===== config.mk =====
export PLATFORM = sky130hd
export DESIGN_NAME = dcf77_time_code_decoder_core
export DESIGN_NICKNAME = d
export VERILOG_FILES = /design/src/sv/dcf_pkg.sv /design/src/sv/dcf77_time_code_decoder_core.sv
export SDC_FILE = /design/constraint.sdc
export NUM_CORES = 1
export LEC_CHECK = 0
export BUFFER_PORTS_ARGS = -buffer_cell sky130_fd_sc_hd__buf_2
export CELL_PAD_IN_SITES_DETAIL_PLACEMENT = 1
export CELL_PAD_IN_SITES_GLOBAL_PLACEMENT = 2
export CORE_UTILIZATION = 34
export DETAILED_ROUTE_END_ITERATION = 7
export PLACE_DENSITY_LB_ADDON = 0.1
export SYNTH_ARGS = -nofsm -noshare
export SYNTH_HDL_FRONTEND = slang
export SYNTH_SLANG_ARGS = --single-unit

===== constraint.sdc =====
create_clock -name clk -period 3.66 [get_ports clk]
set_input_delay 0.366 -clock clk [delete_from_list [all_inputs] [get_ports clk]]
set_output_delay 0.366 -clock clk [all_outputs]
set_load 0.05 [all_outputs]

===== src/sv/dcf_pkg.sv =====
// ----------------------------------------------------------------------------
// dcf_pkg
// shared widths, register indexes, reset values and frame layout of the
// dcf77 time code decoder
// ----------------------------------------------------------------------------
`default_nettype none

package dcf_pkg;

  localparam int CFG_W          = 16;
  localparam int CFG_IDX_W      = 2;
  localparam int COUNT_W_DEF    = 16;

  localparam int IN_DATA_W      = 8;
  localparam int OUT_DATA_W     = 16;
  localparam int OUT_USER_W     = 2;
  localparam int HOURS_W        = 5;
  localparam int MINUTES_W      = 6;

  localparam int FRAME_BITS     = 59;
  localparam int BIT_IDX_W      = 6;
  localparam logic [BIT_IDX_W-1:0] LAST_BIT = BIT_IDX_W'(58);

  localparam logic [CFG_IDX_W-1:0] REG_GLITCH_LIMIT  = 2'd0;
  localparam logic [CFG_IDX_W-1:0] REG_ONE_THRESHOLD = 2'd1;
  localparam logic [CFG_IDX_W-1:0] REG_SYNC_GAP      = 2'd2;

  localparam logic [CFG_W-1:0] GLITCH_LIMIT_RST  = 16'd40;
  localparam logic [CFG_W-1:0] ONE_THRESHOLD_RST = 16'd150;
  localparam logic [CFG_W-1:0] SYNC_GAP_RST      = 16'd1000;

  localparam logic [5:0] HOUR_MAX   = 6'd23;
  localparam logic [6:0] MINUTE_MAX = 7'd59;

  // output tuser bit positions
  localparam int USER_MINUTE_START = 0;
  localparam int USER_TIME_LOADED  = 1;

endpackage

`default_nettype wire


===== src/sv/dcf77_time_code_decoder_core.sv =====
// ----------------------------------------------------------------------------
// dcf77_time_code_decoder_core
// dcf77 minute frame decoder: pulse timing, bit capture and hour/minute decode
// ----------------------------------------------------------------------------
// One receiver sample per input beat, one result beat per input beat. A beat
// is taken in every cycle while the output register is empty or being drained,
// so the sustained rate is one sample per clock; the result is registered and
// appears in the cycle after its sample. The only stall comes from the output
// register when the downstream side holds off out_tready. Configuration writes
// are always ready and take effect on the next sample.
`default_nettype none

module dcf77_time_code_decoder_core #(
  parameter int COUNT_WIDTH = dcf_pkg::COUNT_W_DEF
) (
  input  wire                                clk,
  input  wire                                rst_n,
  // bit 0: signal_level
  input  wire  [dcf_pkg::IN_DATA_W-1:0]      in_tdata,
  input  wire                                in_tvalid,
  output logic                               in_tready,
  // bits 4:0 hours, 10:5 minutes
  output logic [dcf_pkg::OUT_DATA_W-1:0]     out_tdata,
  // bit 0 minute_start, bit 1 time_loaded
  output logic [dcf_pkg::OUT_USER_W-1:0]     out_tuser,
  output logic                               out_tvalid,
  input  wire                                out_tready,
  input  wire                                cfg_valid,
  output logic                               cfg_ready,
  input  wire  [dcf_pkg::CFG_IDX_W-1:0]      cfg_index,
  input  wire  [dcf_pkg::CFG_W-1:0]          cfg_data
);

  localparam int CMP_W = (COUNT_WIDTH > dcf_pkg::CFG_W) ? COUNT_WIDTH : dcf_pkg::CFG_W;

  logic [dcf_pkg::CFG_W-1:0]         glitch_r, one_r, gap_r;
  logic [COUNT_WIDTH-1:0]            tick_r, tick_nxt, tick_inc;
  logic                              high_r, high_nxt;
  logic                              fvalid_r, fvalid_nxt;
  logic                              pend_r, pend_nxt;
  logic [dcf_pkg::BIT_IDX_W-1:0]     bidx_r, bidx_nxt, idx;
  logic [dcf_pkg::FRAME_BITS-1:0]    store_r, store_nxt;
  logic [dcf_pkg::OUT_DATA_W-1:0]    odata_r, odata_nxt;
  logic [dcf_pkg::OUT_USER_W-1:0]    ouser_r, ouser_nxt;
  logic                              ovalid_r;

  logic                              level, in_acc;
  logic [CMP_W-1:0]                  tick_cmp;
  logic [5:0]                        hv;
  logic [6:0]                        mv;
  logic                              frame_ok, start, loaded;

  assign in_acc    = in_tvalid && in_tready;
  assign in_tready = !ovalid_r || out_tready;
  assign cfg_ready = 1'b1;
  assign level     = in_tdata[0];

  assign out_tdata  = odata_r;
  assign out_tuser  = ouser_r;
  assign out_tvalid = ovalid_r;

  // frame checks on the stored bits
  always_comb begin
    hv = 6'(store_r[32:29]) + (store_r[33] ? 6'd10 : 6'd0) + (store_r[34] ? 6'd20 : 6'd0);
    mv = 7'(store_r[24:21]) + (store_r[25] ? 7'd10 : 7'd0) + (store_r[26] ? 7'd20 : 7'd0)
       + (store_r[27] ? 7'd40 : 7'd0);
    frame_ok = fvalid_r && !store_r[0] && !(^store_r[28:21]) && !(^store_r[35:29])
            && !(^store_r[58:36]) && (hv <= dcf_pkg::HOUR_MAX) && (mv <= dcf_pkg::MINUTE_MAX);
  end

  always_comb begin
    tick_inc   = (tick_r != {COUNT_WIDTH{1'b1}}) ? tick_r + 1'b1 : tick_r;
    tick_cmp   = CMP_W'(tick_inc);
    tick_nxt   = tick_inc;
    high_nxt   = high_r;
    fvalid_nxt = fvalid_r;
    pend_nxt   = pend_r;
    bidx_nxt   = bidx_r;
    store_nxt  = store_r;
    idx        = (bidx_r > dcf_pkg::LAST_BIT) ? dcf_pkg::LAST_BIT : bidx_r;
    start      = 1'b0;
    loaded     = 1'b0;

    // minute gap
    if (!fvalid_r && !high_r && !level && (tick_cmp > CMP_W'(gap_r))) begin
      fvalid_nxt = 1'b1;
      bidx_nxt   = '0;
      pend_nxt   = 1'b1;
    end

    if (high_r && !level) begin
      high_nxt = 1'b0;
      if (fvalid_r) begin
        if (tick_cmp < CMP_W'(glitch_r)) begin
          fvalid_nxt = 1'b0;
        end else if (tick_cmp >= CMP_W'(one_r)) begin
          store_nxt[idx] = 1'b1;
        end else begin
          store_nxt[idx] = 1'b0;
        end
        if (idx >= dcf_pkg::LAST_BIT) begin
          fvalid_nxt = 1'b0;
          bidx_nxt   = dcf_pkg::LAST_BIT;
        end else begin
          bidx_nxt = idx + 1'b1;
        end
      end
      tick_nxt = '0;
    end else if (!high_r && level) begin
      if (pend_r) begin
        start    = 1'b1;
        loaded   = frame_ok;
        pend_nxt = 1'b0;
      end
      high_nxt = 1'b1;
      tick_nxt = '0;
    end

    odata_nxt = '0;
    if (loaded) begin
      odata_nxt[dcf_pkg::HOURS_W-1:0] = hv[dcf_pkg::HOURS_W-1:0];
      odata_nxt[dcf_pkg::HOURS_W+dcf_pkg::MINUTES_W-1:dcf_pkg::HOURS_W] =
        mv[dcf_pkg::MINUTES_W-1:0];
    end
    ouser_nxt = '0;
    ouser_nxt[dcf_pkg::USER_MINUTE_START] = start;
    ouser_nxt[dcf_pkg::USER_TIME_LOADED]  = loaded;
  end

  always_ff @(posedge clk) begin
    if (!rst_n) begin
      glitch_r <= dcf_pkg::GLITCH_LIMIT_RST;
      one_r    <= dcf_pkg::ONE_THRESHOLD_RST;
      gap_r    <= dcf_pkg::SYNC_GAP_RST;
    end else if (cfg_valid && cfg_ready) begin
      unique case (cfg_index)
        dcf_pkg::REG_GLITCH_LIMIT:  glitch_r <= cfg_data;
        dcf_pkg::REG_ONE_THRESHOLD: one_r    <= cfg_data;
        dcf_pkg::REG_SYNC_GAP:      gap_r    <= cfg_data;
        default: ;
      endcase
    end
  end

  always_ff @(posedge clk) begin
    if (!rst_n) begin
      tick_r   <= '0;
      high_r   <= 1'b0;
      fvalid_r <= 1'b0;
      pend_r   <= 1'b0;
      bidx_r   <= '0;
      store_r  <= '0;
      ovalid_r <= 1'b0;
    end else begin
      if (in_acc) begin
        tick_r   <= tick_nxt;
        high_r   <= high_nxt;
        fvalid_r <= fvalid_nxt;
        pend_r   <= pend_nxt;
        bidx_r   <= bidx_nxt;
        store_r  <= store_nxt;
        ovalid_r <= 1'b1;
      end else if (out_tready) begin
        ovalid_r <= 1'b0;
      end
    end
  end

  always_ff @(posedge clk) begin
    if (in_acc) begin
      odata_r <= odata_nxt;
      ouser_r <= ouser_nxt;
    end
  end

endmodule

`default_nettype wire


## After elaboration in Yosys (flattened, before gate mapping)

Index checks and enable logic that the tools add are counted.
Widths: inputs -> output; s select.

- Equality and inequality tests: 3
- Order comparisons: 9
- Muxes and demuxes: 33
- Reductions and logical operators: 34
- Bitwise operators: 5
- Add/sub/neg operators: 7

Operators by type and width:

| kind | number |
|---|---|
| $and 59x59->59 | 1 |
| $mux 59 | 1 |
| $not 59->59 | 1 |
| $or 59x59->59 | 1 |
| $mux 16 | 3 |
| $mux 6 | 6 |
| $reduce_xor 23->1 | 1 |
| $mux 1 | 18 |
| $add 16x1->16 const B | 1 |
| $ge 16x16->1 | 1 |
| $gt 16x16->1 | 1 |
| $lt 16x16->1 | 1 |
| $ne 16x16->1 const B | 1 |
| $logic_and 1x1->1 | 13 |
| $add 5x5->6 | 2 |
| $add 4x4->5 | 2 |
| $mux 5 | 2 |
| $logic_not 1->1 | 8 |
| $mux 4 | 2 |
| $reduce_and 2->1 | 4 |
| $reduce_xor 8->1 | 1 |
| $add 6x6->7 | 1 |
| $le 7x6->1 const B | 1 |
| $lt 6x7->1 const B | 1 |
| 15 further kinds | 17 |

- Logic and storage cells: 104
- Bits in registers: 146
- Input bits: 31
- Output and inout port bits: 21

## Depth between registers and ports, before layout

Gate-level depths: netlist (run 1).

- Depth after elaboration: 10
- Depth in mapped cells: 17
- Gate-level depth less buffers: 15

## Worst setup path before layout (run 1)

OpenSTA, ideal clock, no wires.

- Path type: reg-to-reg
- From: reg tick_r[0]
- To: reg with a tool-made name
- Setup time: 0.088 ns
- Data required time: 3.572 ns
- Path buffers: 1
- Setup slack: -0.086 ns
- Arrival: 3.658 ns
- Cell stages (with the launch flop): 16
- Cells stage by stage: dfxtp_1 > ha_1 > nand2_1 > nor3_1 > nor4_2 > nand3_1 > nor2_1 > xor2_1 > ha_1 > and4_1 > a221oi_2 > nand2_1 > nand3_1 > buf_2 > o211ai_1 > o31ai_1

RTL lines:

| element | line | RTL |
|---|---|---|
| start, declared | dcf77_time_code_decoder_core.sv:37 | `logic [COUNT_WIDTH-1:0] tick_r, tick_nxt, tick_inc;` |
| start signal, assigned | dcf77_time_code_decoder_core.sv:156 | `tick_r <= tick_nxt;` |

==> results of run 1 <==
[cell usage in the layout, fill, tap and decap left out, types with 21 or more instances in the layout]
cell,synthesis,layout
sky130_fd_sc_hd__o211ai_1,39,39
sky130_fd_sc_hd__buf_4,7,77
sky130_fd_sc_hd__buf_2,3,38
sky130_fd_sc_hd__xnor2_1,36,34
sky130_fd_sc_hd__nand2_1,134,131
sky130_fd_sc_hd__nor2_1,40,37
sky130_fd_sc_hd__clkbuf_16,0,21
sky130_fd_sc_hd__dfxtp_1,113,111
sky130_fd_sc_hd__inv_1,56,56
sky130_fd_sc_hd__ha_1,60,59
sky130_fd_sc_hd__a21oi_1,65,64
[area by class of cell]
cell class,instances,share of cell area
clock buffer,20,0.0527
clock inverter,12,0.0221
inverter,57,0.0233
multi-input combinational,618,0.478
sequential,126,0.290
tap,270,0.0369
timing repair buffer,121,0.0971
[path summary, 6_finish.rpt]
check / slack [ns] / end / start / depth (start not counted)
min reg2reg: 0.46 / one_r[11]$_SDFFE_PN0P_ / one_r[11]$_SDFFE_PN0P_ / 2
max reg2reg: 0.16 / flip-flop / tick_r[0]$_SDFFE_PN0P_ / 16
max: 0.16 / flip-flop / tick_r[0]$_SDFFE_PN0P_ / 16
min: 0.18 / out_tvalid$_SDFFE_PN0P_ / in_tvalid / 3
[metrics by stage]
step	setup slack [ns]	power, mW	util	std cells
CTS	0.00308	3.71	0.433	1214
finish	0.159	3.68	0.449	1224
floorplan	0.00852	1.63	-	846
detailed placement	-0.178	1.73	0.397	1181
global placement	-0.141	1.72	0.397	1181
global route	-0.0262	3.80	0.449	1224
[worst reg2reg max path, cell delays in order, from the launching register on]
cell and delay [ns]:
sky130_fd_sc_hd__dfxtp_1 0.34, sky130_fd_sc_hd__ha_2 0.20, sky130_fd_sc_hd__nand2_1 0.10, sky130_fd_sc_hd__buf_4 0.17
sky130_fd_sc_hd__nor4_4 0.25, sky130_fd_sc_hd__buf_4 0.16, sky130_fd_sc_hd__nand3_1 0.13, sky130_fd_sc_hd__xnor2_2 0.32
sky130_fd_sc_hd__ha_1 0.29, sky130_fd_sc_hd__and4_1 0.25, sky130_fd_sc_hd__a221oi_4 0.33, sky130_fd_sc_hd__buf_12 0.16
sky130_fd_sc_hd__o211ai_4 0.13, sky130_fd_sc_hd__buf_6 0.18, sky130_fd_sc_hd__nand3_4 0.15, sky130_fd_sc_hd__o211ai_1 0.12
sky130_fd_sc_hd__o31ai_2 0.11
[repair_timing]
action	CTS	global route
pin swaps	4	19
setup buffers	1	6
gates resized for setup	9	39
endpoints found under the setup margin	44	47
cloned	0	4
[cells by family (layout without fill, tap and decap cells)]
kind of cell / after synthesis / in the layout
buf+inv: 104 / 210
mux: 10 / 10
compound gates: 200 / 201
other cells: 2 / 6
flops: 126 / 126
xor+xnor: 54 / 54
fa+ha+maj: 63 / 63
simple gates: 283 / 284
[report_power, final]
part	switching, mW	total, mW	internal, mW
logic	0.188	0.264	0.0757
registers	0.0119	1.44	1.42
clock network	0.675	1.98	1.30
total	0.875	3.68	2.80
[metal layers]
layer	global-route usage	part of all wire	vias to the layer above
met5	0	0	-
met4	0.0820	0.019	0
met3	0.0320	0.027	31
met2	0.399	0.54	89
met1	0.236	0.42	3108
li1	-	-	3167
==> impl_metrics.tcl, run 1 <==
set metrics [dict create \
    setup_total_negative_slack_ns 0 \
    result_of_the_run "complete, no violations" \
    synth-adder-area-share 0.113 \
    grt_pass1_wl_um 35500 \
    grt_start_max_net_pins 58 \
    number_of_global_route_vias_before_repair 6777 \
    via_count 6395 \
    fin_area_um2 9170 \
    clk_latency_ns 0.43 \
    synth_top_area_cell "sky130_fd_sc_hd__dfxtp_1" \
    synth.most_common_cell "sky130_fd_sc_hd__nand2_1" \
    ys.warnings.count 0 \
    post-route-min-period_ns 3.50 \
    syn-cell-area_um2 7170 \
    worst-path-buf-inv 4 \
    die_area_um2 21700 \
    synth-xor-area-share 0.0660 \
    achievable-frequency_mhz 286 \
    wl_per_cell_um 18.4 \
    sequential_cell_area_um2 2660 \
    path_max_fanout 8 \
    yosysUniqueCellTypes 67 \
    std_cell_rows 52 \
    core_um2 20400 \
    synth_mux_area_frac 0.0147 \
    crit_required_ns 3.99 \
    clock_sink_count 126 \
    area_delta_synth_final_pct 27.9 \
    ys_seq_area_frac 0.370 \
    final.setup_skew_ns 0.0113 \
    grt_antenna_before_repair 0 \
    worstSetupEndpointType "flip-flop" \
    max_stage_delay_ns 0.34 \
    slowest_stage "sky130_fd_sc_hd__dfxtp_1" \
    detailed_place.area_um2 8110 \
    count_of_fill_cells_added_during_filler_insertion 2414 \
    maxSlewHeadroom 0.388 \
    finish.net_count 1035 \
    category_of_the_most_critical_setup_path "reg -> reg" \
    final-hold-violation-count 0 \
    detailed_place_hpwl_um 16200 \
    detail_route.vias_per_cell 5.22 \
    yosys_register_bits 126 \
    synth-compound-area-share 0.183 \
    routed_wl_um 22500 \
    die_h_um 147 \
    grt_overflow_total 0 \
    antennaDiodeCount 0 \
    cts.clk_slew.worst_paths_ns 0.06 \
    drc 0 \
    post_cts_hold_buffer_count 0 \
    multi_input_area_um2 4380 \
    synth_enable_flop_cells 13 \
    ant_nets 0 \
    final_min_period_over_clock_period 0.957 \
    top_level_ports 52 \
    worstMarginPinSlew_ns 0.918 \
    hold_path_class "in -> reg" \
    synth_simple_gate_area_frac 0.192 \
    path_cells "ha_2, nand2_1, buf_4, nor4_4, buf_4, nand3_1, xnor2_2, ha_1, and4_1, a221oi_4, buf_12, o211ai_4, buf_6, nand3_4, o211ai_1, o31ai_2" \
    cts_buffer_depth 2 \
    critPathLaunchType "flip-flop" \
    portBuffers 38 \
    numCtsBuffers 17 \
    synth_top_cell_area_share 0.316 \
    final_max_slew_viol_count 0 \
    postSynthCellCount 842 \
    synthArstFlopShare 0 \
    final_layout_size_suffix_gt1_frac 0.218 \
    cellLeakagePower_nw 3.85 \
    avgSynthCellArea_um2 8.51 \
    initial_utilization 0.351 \
    cts_htree_levels 4 \
    hold_ws_ns 0.179 \
    drv_cap 0 \
    clockRootBuffer "sky130_fd_sc_hd__clkbuf_16" \
    cp.arrival_ns 3.83 \
    rsz_0062_raised_after_global_routing "yes" \
    setup_violations 0 \
    max-vdd-ir-drop_uv 299 \
    dominant_combinational_cell_family_by_area_after_synthesis "simple AND/OR/NAND/NOR gates" \
    drt_iter0_drc 234 \
    tritoncts "built" \
    floorplan.die.width_um 147 \
    netlist_top_cells_area "sky130_fd_sc_hd__dfxtp_1, sky130_fd_sc_hd__ha_1, sky130_fd_sc_hd__nand2_1, sky130_fd_sc_hd__edfxtp_1, sky130_fd_sc_hd__a21oi_1" \
    critical_path.most_common_cell "sky130_fd_sc_hd__buf_4" \
    path_delay_family "simple AND/OR/NAND/NOR gates" \
    most_used_standard_cells_in_the_synthesized_netlist "sky130_fd_sc_hd__nand2_1, sky130_fd_sc_hd__dfxtp_1, sky130_fd_sc_hd__a21oi_1, sky130_fd_sc_hd__ha_1, sky130_fd_sc_hd__inv_1" \
    place.gp.congestion 0.874 \
    grt_util_all_layers 0.211 \
    power.density_cell_area_nw_per_um2 401 \
    ys.flop_type "sky130_fd_sc_hd__dfxtp_1" \
    drt-pass1-iter-count 4 \
]
Power figures use the tool's default switching activity.
==> run 2: changes to the inputs <==
- CORE_UTILIZATION: 34 -> 35
- CTS_BUF_LIST: unset -> sky130_fd_sc_hd__clkbuf_4 sky130_fd_sc_hd__clkbuf_8
- PLACE_DENSITY: unset -> 0.9
- PLACE_DENSITY_LB_ADDON: 0.1 -> unset
==> run 2 against run 1 <==
Compared with the run above: the run now ends with setup timing left; highest routed layer unchanged; total power is 16% lower; clock skew hardly changed; sequential share of layout area increased by 1.6 points; clock power down 29%; core utilization fell by 0.91 points; cell area shrank 5.1%; non-clock buffer count shrank 16; combinational power decreased by 2%; setup slack lost 0.16 ns; largest cell class unchanged; routed wire length is 6.6% lower; sequential power about the same.
==> impl_metrics.tcl, run 2 (synthesis results as in run 1) <==
set metrics [dict create \
    setup_total_negative_slack_ns -0.00278 \
    drt_iter0_drc 265 \
    cts_buffer_depth 2 \
    timing.critical_path.from "tick_r[4]$_SDFFE_PN0P_" \
    final_layout_size_suffix_gt1_frac 0.196 \
    place.gp.congestion 0.792 \
    number_of_cells_traversed_by_the_worst_register_to_register_path 13 \
    grt-busiest-layer "met2" \
    finalPower_mw 3.09 \
    worstSetupEndpointType "flip-flop" \
    post_cts_hold_buffer_count 0 \
    grt_util_all_layers 0.192 \
    startpoint_of_the_most_critical_register_to_register_path "tick_r[4]$_SDFFE_PN0P_" \
    critical_path.most_common_cell "sky130_fd_sc_hd__buf_4" \
    grt_overflow_total 0 \
    slowest_stage "sky130_fd_sc_hd__nor4_4" \
    detailedPlace.worstSlack_ns -0.178 \
    hold_path_class "in -> reg" \
    cp.arrival_ns 4.01 \
    crit-reg2reg-capture "pend_r$_SDFFE_PN0P_" \
    final_util 0.440 \
    top_level_ports 52 \
    antennaDiodeCount 0 \
    detail_route.vias_per_cell 5.33 \
    wl_per_cell_um 17.5 \
    reg2reg_setup_slack_ns -0.003 \
    initial_utilization 0.362 \
    drt-pass1-iter-count 4 \
    achievable-frequency_mhz 273 \
    detailed_place_hpwl_um 14600 \
    worstMarginPinSlew_ns 0.912 \
    floorplan.die.width_um 145 \
    grtUsageMet3 0.0321 \
    clk_latency_ns 0.46 \
    core_um2 19800 \
    std_cell_rows 51 \
    final-hold-violation-count 0 \
    die_h_um 145 \
    via_count 6406 \
    worst_case_setup_margin_in_the_final_layout_ns -0.00278 \
    path_cells "and4_4, nand2_2, buf_4, nor4_4, nand3_2, xnor2_4, ha_1, nand4_1, or3_4, o221ai_4, o311ai_4, buf_4, a221oi_1" \
    final_min_period_over_clock_period 1.00 \
    setup.worst_path.end "pend_r$_SDFFE_PN0P_" \
    globalRouteMet1Util 0.250 \
    finish.net_count 1017 \
    crit_required_ns 4.01 \
    grt_use_met2 0.320 \
    die_area_um2 21100 \
    commonest_non_fill_non_tap_cells_in_the_layout "sky130_fd_sc_hd__nand2_1, sky130_fd_sc_hd__dfxtp_1, sky130_fd_sc_hd__a21oi_1, sky130_fd_sc_hd__buf_4, sky130_fd_sc_hd__ha_1" \
    tritoncts "built" \
    mostFrequentLayoutCell "sky130_fd_sc_hd__nand2_1" \
    final.setup_skew_ns 0.0116 \
    area_delta_synth_final_pct 21.3 \
    ant_nets 0 \
    grt_antenna_before_repair 0 \
    number_of_global_route_vias_before_repair 6356 \
    clock_sink_count 126 \
    hold_ws_ns 0.140 \
    portBuffers 38 \
    setup_violations 1 \
    post-route-min-period_ns 3.66 \
    drc 0 \
    maxSlewHeadroom 0.392 \
    clockRootBuffer "sky130_fd_sc_hd__clkbuf_8" \
    cts_htree_levels 4 \
    cts.clk_slew.worst_paths_ns 0.08 \
    category_of_the_most_critical_setup_path "reg -> reg" \
    cellLeakagePower_nw 3.59 \
    rsz_0062_raised_after_global_routing "yes" \
    routed_wl_um 21000 \
    hold_depth 3 \
    grt_pass1_wl_um 32400 \
    max-vdd-ir-drop_uv 233 \
    grt_start_max_net_pins 43 \
    path_max_fanout 5 \
    final_max_slew_viol_count 0 \
    violations "setup timing" \
    max_stage_delay_ns 0.44 \
    critPathLaunchType "flip-flop" \
    drv_cap 0 \
    power.density_cell_area_nw_per_um2 356 \
    numCtsBuffers 17 \
    result_of_the_run "finished, violations left" \
]
run 2: metal layers:
metal / part of all wire / up-vias / routed length [µm]
met5: 0 / - / 0
met4: 0.018 / 0 / 382
met3: 0.024 / 32 / 509
met2: 0.48 / 94 / 10100
met1: 0.48 / 3157 / 10000
li1: - / 3123 / -
run 2: layout make-up:
type / count / area (µm²)
Fill cell: 2368 / 11100
Multi-Input combinational cell: 616 / 4340
Sequential cell: 126 / 2650
Timing Repair Buffer: 105 / 713
Tap cell: 265 / 332
Clock buffer: 17 / 234
Inverter: 57 / 214
Clock inverter: 15 / 209
run 2: how the worst min path moves through the flow:
stage                              startpoint                         to  slack, ns
floorplan                           flip-flop                  flip-flop       0.43
global placement    glitch_r[13]$_SDFFE_PN0P_  glitch_r[13]$_SDFFE_PN0P_       0.44
detailed placement      one_r[5]$_SDFFE_PN0P_      one_r[5]$_SDFFE_PN0P_       0.45
CTS                                 in_tvalid    out_tvalid$_SDFFE_PN0P_       0.12
global route                        in_tvalid    out_tvalid$_SDFFE_PN0P_       0.14
finish                              in_tvalid    out_tvalid$_SDFFE_PN0P_       0.14
run 2: metrics by stage:
step | instances | cell area (µm²)
floorplan | 846 | 7200
global placement | 1159 | 7950
detailed placement | 1159 | 7950
CTS | 1193 | 8450
global route | 1201 | 8690
finish | 1201 | 8690
run 2: critical path, delay by kind of cell, from the launching register on:
| family | cells | cell delay, ns |
|---|---|---|
| simple gates | 6 | 1.54 |
| compound gates | 3 | 0.71 |
| buf+inv | 2 | 0.38 |
| flops | 1 | 0.35 |
| fa+ha+maj | 1 | 0.34 |
| xor+xnor | 1 | 0.22 |
run 2: where the power goes:
part           total, mW  switching (mW)  internal [mW]
Sequential          1.43          0.0118           1.42
Clock               1.40           0.647          0.754
Combinational      0.258           0.186         0.0713
run 2: what timing repair did:
item | 4_1_cts | 5_1_grt
setup buffers | 2 | 8
gates resized for setup | 8 | 34
pin swaps | 1 | 15
setup endpoints to repair | 47 | 46
==> run 3: changes to the inputs <==
- ABC_AREA: unset -> 1
- CORE_UTILIZATION: 35 -> 33
- PLACE_DENSITY: 0.9 -> 0.89
==> run 3 against run 2 <==
Compared with the run above: the run now ends clean; final cell count increased by 8.7%; critical path type unchanged; flip-flop and latch count unchanged; synthesized area increased by 1.9%; combinational power is 7% higher; clock skew grew 0.0038 ns; routed wire length down 5.1%; register-to-register slack better by 0.21 ns; non-clock buffer count down 43; first-iteration DRC count rose by 15%.
==> impl_metrics.tcl, run 3 <==
set metrics [dict create \
    synth.most_common_cell "sky130_fd_sc_hd__nand2_1" \
    worstSetupEndpointType "flip-flop" \
    number_of_cells_traversed_by_the_worst_register_to_register_path 22 \
    netlist_top_cells_area "sky130_fd_sc_hd__dfxtp_1, sky130_fd_sc_hd__ha_1, sky130_fd_sc_hd__nand2_1, sky130_fd_sc_hd__a21oi_1, sky130_fd_sc_hd__inv_1" \
    path_max_fanout 19 \
    count_of_fill_cells_added_during_filler_insertion 2706 \
    via_count 6562 \
    sequential_cell_area_um2 2650 \
    worstMarginPinSlew_ns 0.909 \
    drv_cap 0 \
    top_level_ports 52 \
    setup_total_negative_slack_ns 0 \
    tritoncts "built" \
    die_area_um2 22700 \
    p_int_mw 2.28 \
    wl_per_cell_um 15.3 \
    postSynthCellCount 981 \
    clock_sink_count 126 \
    max-vdd-ir-drop_uv 181 \
    detail_route.vias_per_cell 5.02 \
    crit_required_ns 3.97 \
    place.gp.congestion 0.737 \
    maxSlewHeadroom 0.393 \
    grt_util_all_layers 0.182 \
    cellLeakagePower_nw 3.38 \
    final.setup_skew_ns 0.0154 \
    ys_seq_area_frac 0.363 \
    number_of_global_route_vias_before_repair 6554 \
    final_util 0.385 \
    hold_depth 3 \
    power_switching_share 0.256 \
    final-hold-violation-count 0 \
    yosys_register_bits 126 \
    grt_pass1_wl_um 32400 \
    ys.flop_type "sky130_fd_sc_hd__dfxtp_1" \
    cts_buffer_depth 2 \
    grt_overflow_total 0 \
    core_um2 21800 \
    place.detailed.instances 1270 \
    hold_path_class "in -> reg" \
    std_cell_rows 54 \
    synth_enable_flop_cells 13 \
    synth_top_area_cell "sky130_fd_sc_hd__dfxtp_1" \
    multi_input_area_um2 4110 \
    grt_antenna_before_repair 2 \
    grt_start_max_net_pins 55 \
    routed_wl_um 19900 \
    post-route-min-period_ns 3.45 \
    worst_case_setup_margin_in_the_final_layout_ns 0.211 \
    commonest_non_fill_non_tap_cells_in_the_layout "sky130_fd_sc_hd__nand2_1, sky130_fd_sc_hd__a21oi_1, sky130_fd_sc_hd__dfxtp_1" \
    floorplan.die.width_um 151 \
    instances_no_fill 1306 \
    cts.clk_slew.worst_paths_ns 0.07 \
    die_h_um 151 \
    startpoint_of_the_tightest_hold_check_path "cfg_data[5]" \
    drt-pass1-iter-count 4 \
    most_used_standard_cells_in_the_synthesized_netlist "sky130_fd_sc_hd__nand2_1, sky130_fd_sc_hd__a21oi_1, sky130_fd_sc_hd__dfxtp_1, sky130_fd_sc_hd__inv_1, sky130_fd_sc_hd__nor2_1" \
    final_layout_size_suffix_gt1_frac 0.120 \
    cp.arrival_ns 3.76 \
    portBuffers 38 \
    yosysUniqueCellTypes 37 \
    timing.hold.worst_endpoint "gap_r[5]$_SDFFE_PN1P_" \
    result_of_the_run "complete, no violations" \
    achievable-frequency_mhz 290 \
    category_of_the_most_critical_setup_path "reg -> reg" \
    power.net_switching_uw 783 \
    reg2reg_setup_slack_ns 0.21 \
    final_max_slew_viol_count 0 \
    mostFrequentLayoutCell "sky130_fd_sc_hd__nand2_1" \
    startpoint_of_the_most_critical_register_to_register_path "tick_r[0]$_SDFFE_PN0P_" \
    clockRootBuffer "sky130_fd_sc_hd__clkbuf_8" \
    initial_utilization 0.336 \
    cts_htree_levels 4 \
    syn-cell-area_um2 7310 \
    avgSynthCellArea_um2 7.45 \
    numCtsBuffers 17 \
    detailed_place_hpwl_um 13600 \
    power_frac_comb 0.091 \
    finalPower_mw 3.06 \
    setup_violations 0 \
    power_frac_clock 0.437 \
    critPathLaunchType "flip-flop" \
    final_min_period_over_clock_period 0.942 \
    drt_iter0_drc 306 \
    power.density_cell_area_nw_per_um2 365 \
    ys.warnings.count 0 \
    clk_latency_ns 0.46 \
    p_seq_frac 0.472 \
    post_cts_hold_buffer_count 0 \
    detailedPlace.worstSlack_ns -0.0560 \
    ant_nets 0 \
    finish.net_count 1108 \
    area_delta_synth_final_pct 14.7 \
    synth_top_cell_area_share 0.310 \
    synthArstFlopShare 0 \
    drc 0 \
]
run 3: changes by cell type after synthesis, sizes merged, moves of 10 or more:
cell	delta
a21oi	+54
a22oi	-11
inv	+55
nand2	+35
nand3	+32
nand4	+32
nor2	+52
o211ai	-28
o21ai	+15
o31ai	-16
xnor2	-10
run 3: routing by layer:
metal | vias to the layer above | part of all wire | track usage
li1 | 3332 | - | -
met1 | 3142 | 0.49 | 0.237
met2 | 72 | 0.47 | 0.304
met3 | 16 | 0.029 | 0.0358
met4 | 0 | 0.0098 | 0.0490
met5 | - | 0 | 0
run 3: cell type report:
cell class                 count  share of cell area
clock inverter                 6              0.0128
inverter                     113              0.0506
sequential                   126               0.317
tap                          280              0.0418
multi-input combinational    694               0.491
antenna                        1            0.000299
clock buffer                  24              0.0379
timing repair buffer          62              0.0493
run 3: per-stage QoR:
stage               area [µm²]  hold slack (ns)
floorplan                 7320            0.435
global placement          7780            0.450
detailed placement        7780            0.455
CTS                       8250            0.135
global route              8370            0.148
finish                    8380            0.159
run 3: how the worst max path moves through the flow:
stage | from | end | cells after the start
floorplan | tick_r[0]$_SDFFE_PN0P_ | flip-flop | 22
CTS | tick_r[0]$_SDFFE_PN0P_ | flip-flop | 21
finish | tick_r[0]$_SDFFE_PN0P_ | flip-flop | 22
global route | tick_r[0]$_SDFFE_PN0P_ | flip-flop | 22
global placement | tick_r[0]$_SDFFE_PN0P_ | flip-flop | 20
detailed placement | tick_r[0]$_SDFFE_PN0P_ | flip-flop | 20
run 3: what timing repair did:
action                                  4_1_cts  5_1_grt
resized for setup                             4       17
gates cloned                                  0        1
pin swaps                                     1        2
endpoints found under the setup margin       38       47
buffers inserted                              2        2
run 3: logic make-up (layout without fill, tap and decap cells):
| kind of cell | count (synthesis) | after routing | synth area share |
|---|---|---|---|
| adders and majority gates | 63 | 63 | 0.111 |
| buffers and inverters | 165 | 205 | 0.0927 |
| other | 2 | 7 | 0.00103 |
| DFF | 126 | 126 | 0.363 |
| and+or+nand+nor | 382 | 382 | 0.229 |
| xor gates and xnor gates | 49 | 49 | 0.0587 |
| AOI/OAI and AO/OA | 194 | 194 | 0.144 |
run 3: critical path, stage by stage (launching register included):
cell                        delay (ns)
sky130_fd_sc_hd__dfxtp_1          0.32
sky130_fd_sc_hd__ha_1             0.21
sky130_fd_sc_hd__nand2_1          0.10
sky130_fd_sc_hd__nor2_2           0.05
sky130_fd_sc_hd__nand2_2          0.13
sky130_fd_sc_hd__nor2_4           0.07
sky130_fd_sc_hd__nor3_4           0.17
sky130_fd_sc_hd__nand3_2          0.14
sky130_fd_sc_hd__nor2_4           0.17
sky130_fd_sc_hd__nand4_1          0.17
sky130_fd_sc_hd__xnor2_2          0.35
sky130_fd_sc_hd__ha_1             0.31
sky130_fd_sc_hd__nand2_1          0.08
sky130_fd_sc_hd__inv_1            0.05
sky130_fd_sc_hd__nand3_1          0.11
sky130_fd_sc_hd__nor3_2           0.06
sky130_fd_sc_hd__nand2_1          0.06
sky130_fd_sc_hd__o2111ai_1        0.11
sky130_fd_sc_hd__nor2_2           0.16
sky130_fd_sc_hd__inv_2            0.10
sky130_fd_sc_hd__clkbuf_16        0.20
sky130_fd_sc_hd__nand4_1          0.10
sky130_fd_sc_hd__a21oi_1          0.07
run 3: power by group through the flow:
stage	sequential, mW	combinational (mW)	clock, mW
floorplan	1.50	0.168	0
global route	1.45	0.311	1.43
finish	1.45	0.277	1.34
CTS	1.45	0.276	1.38
detailed placement	1.48	0.273	0
global placement	1.48	0.266	0
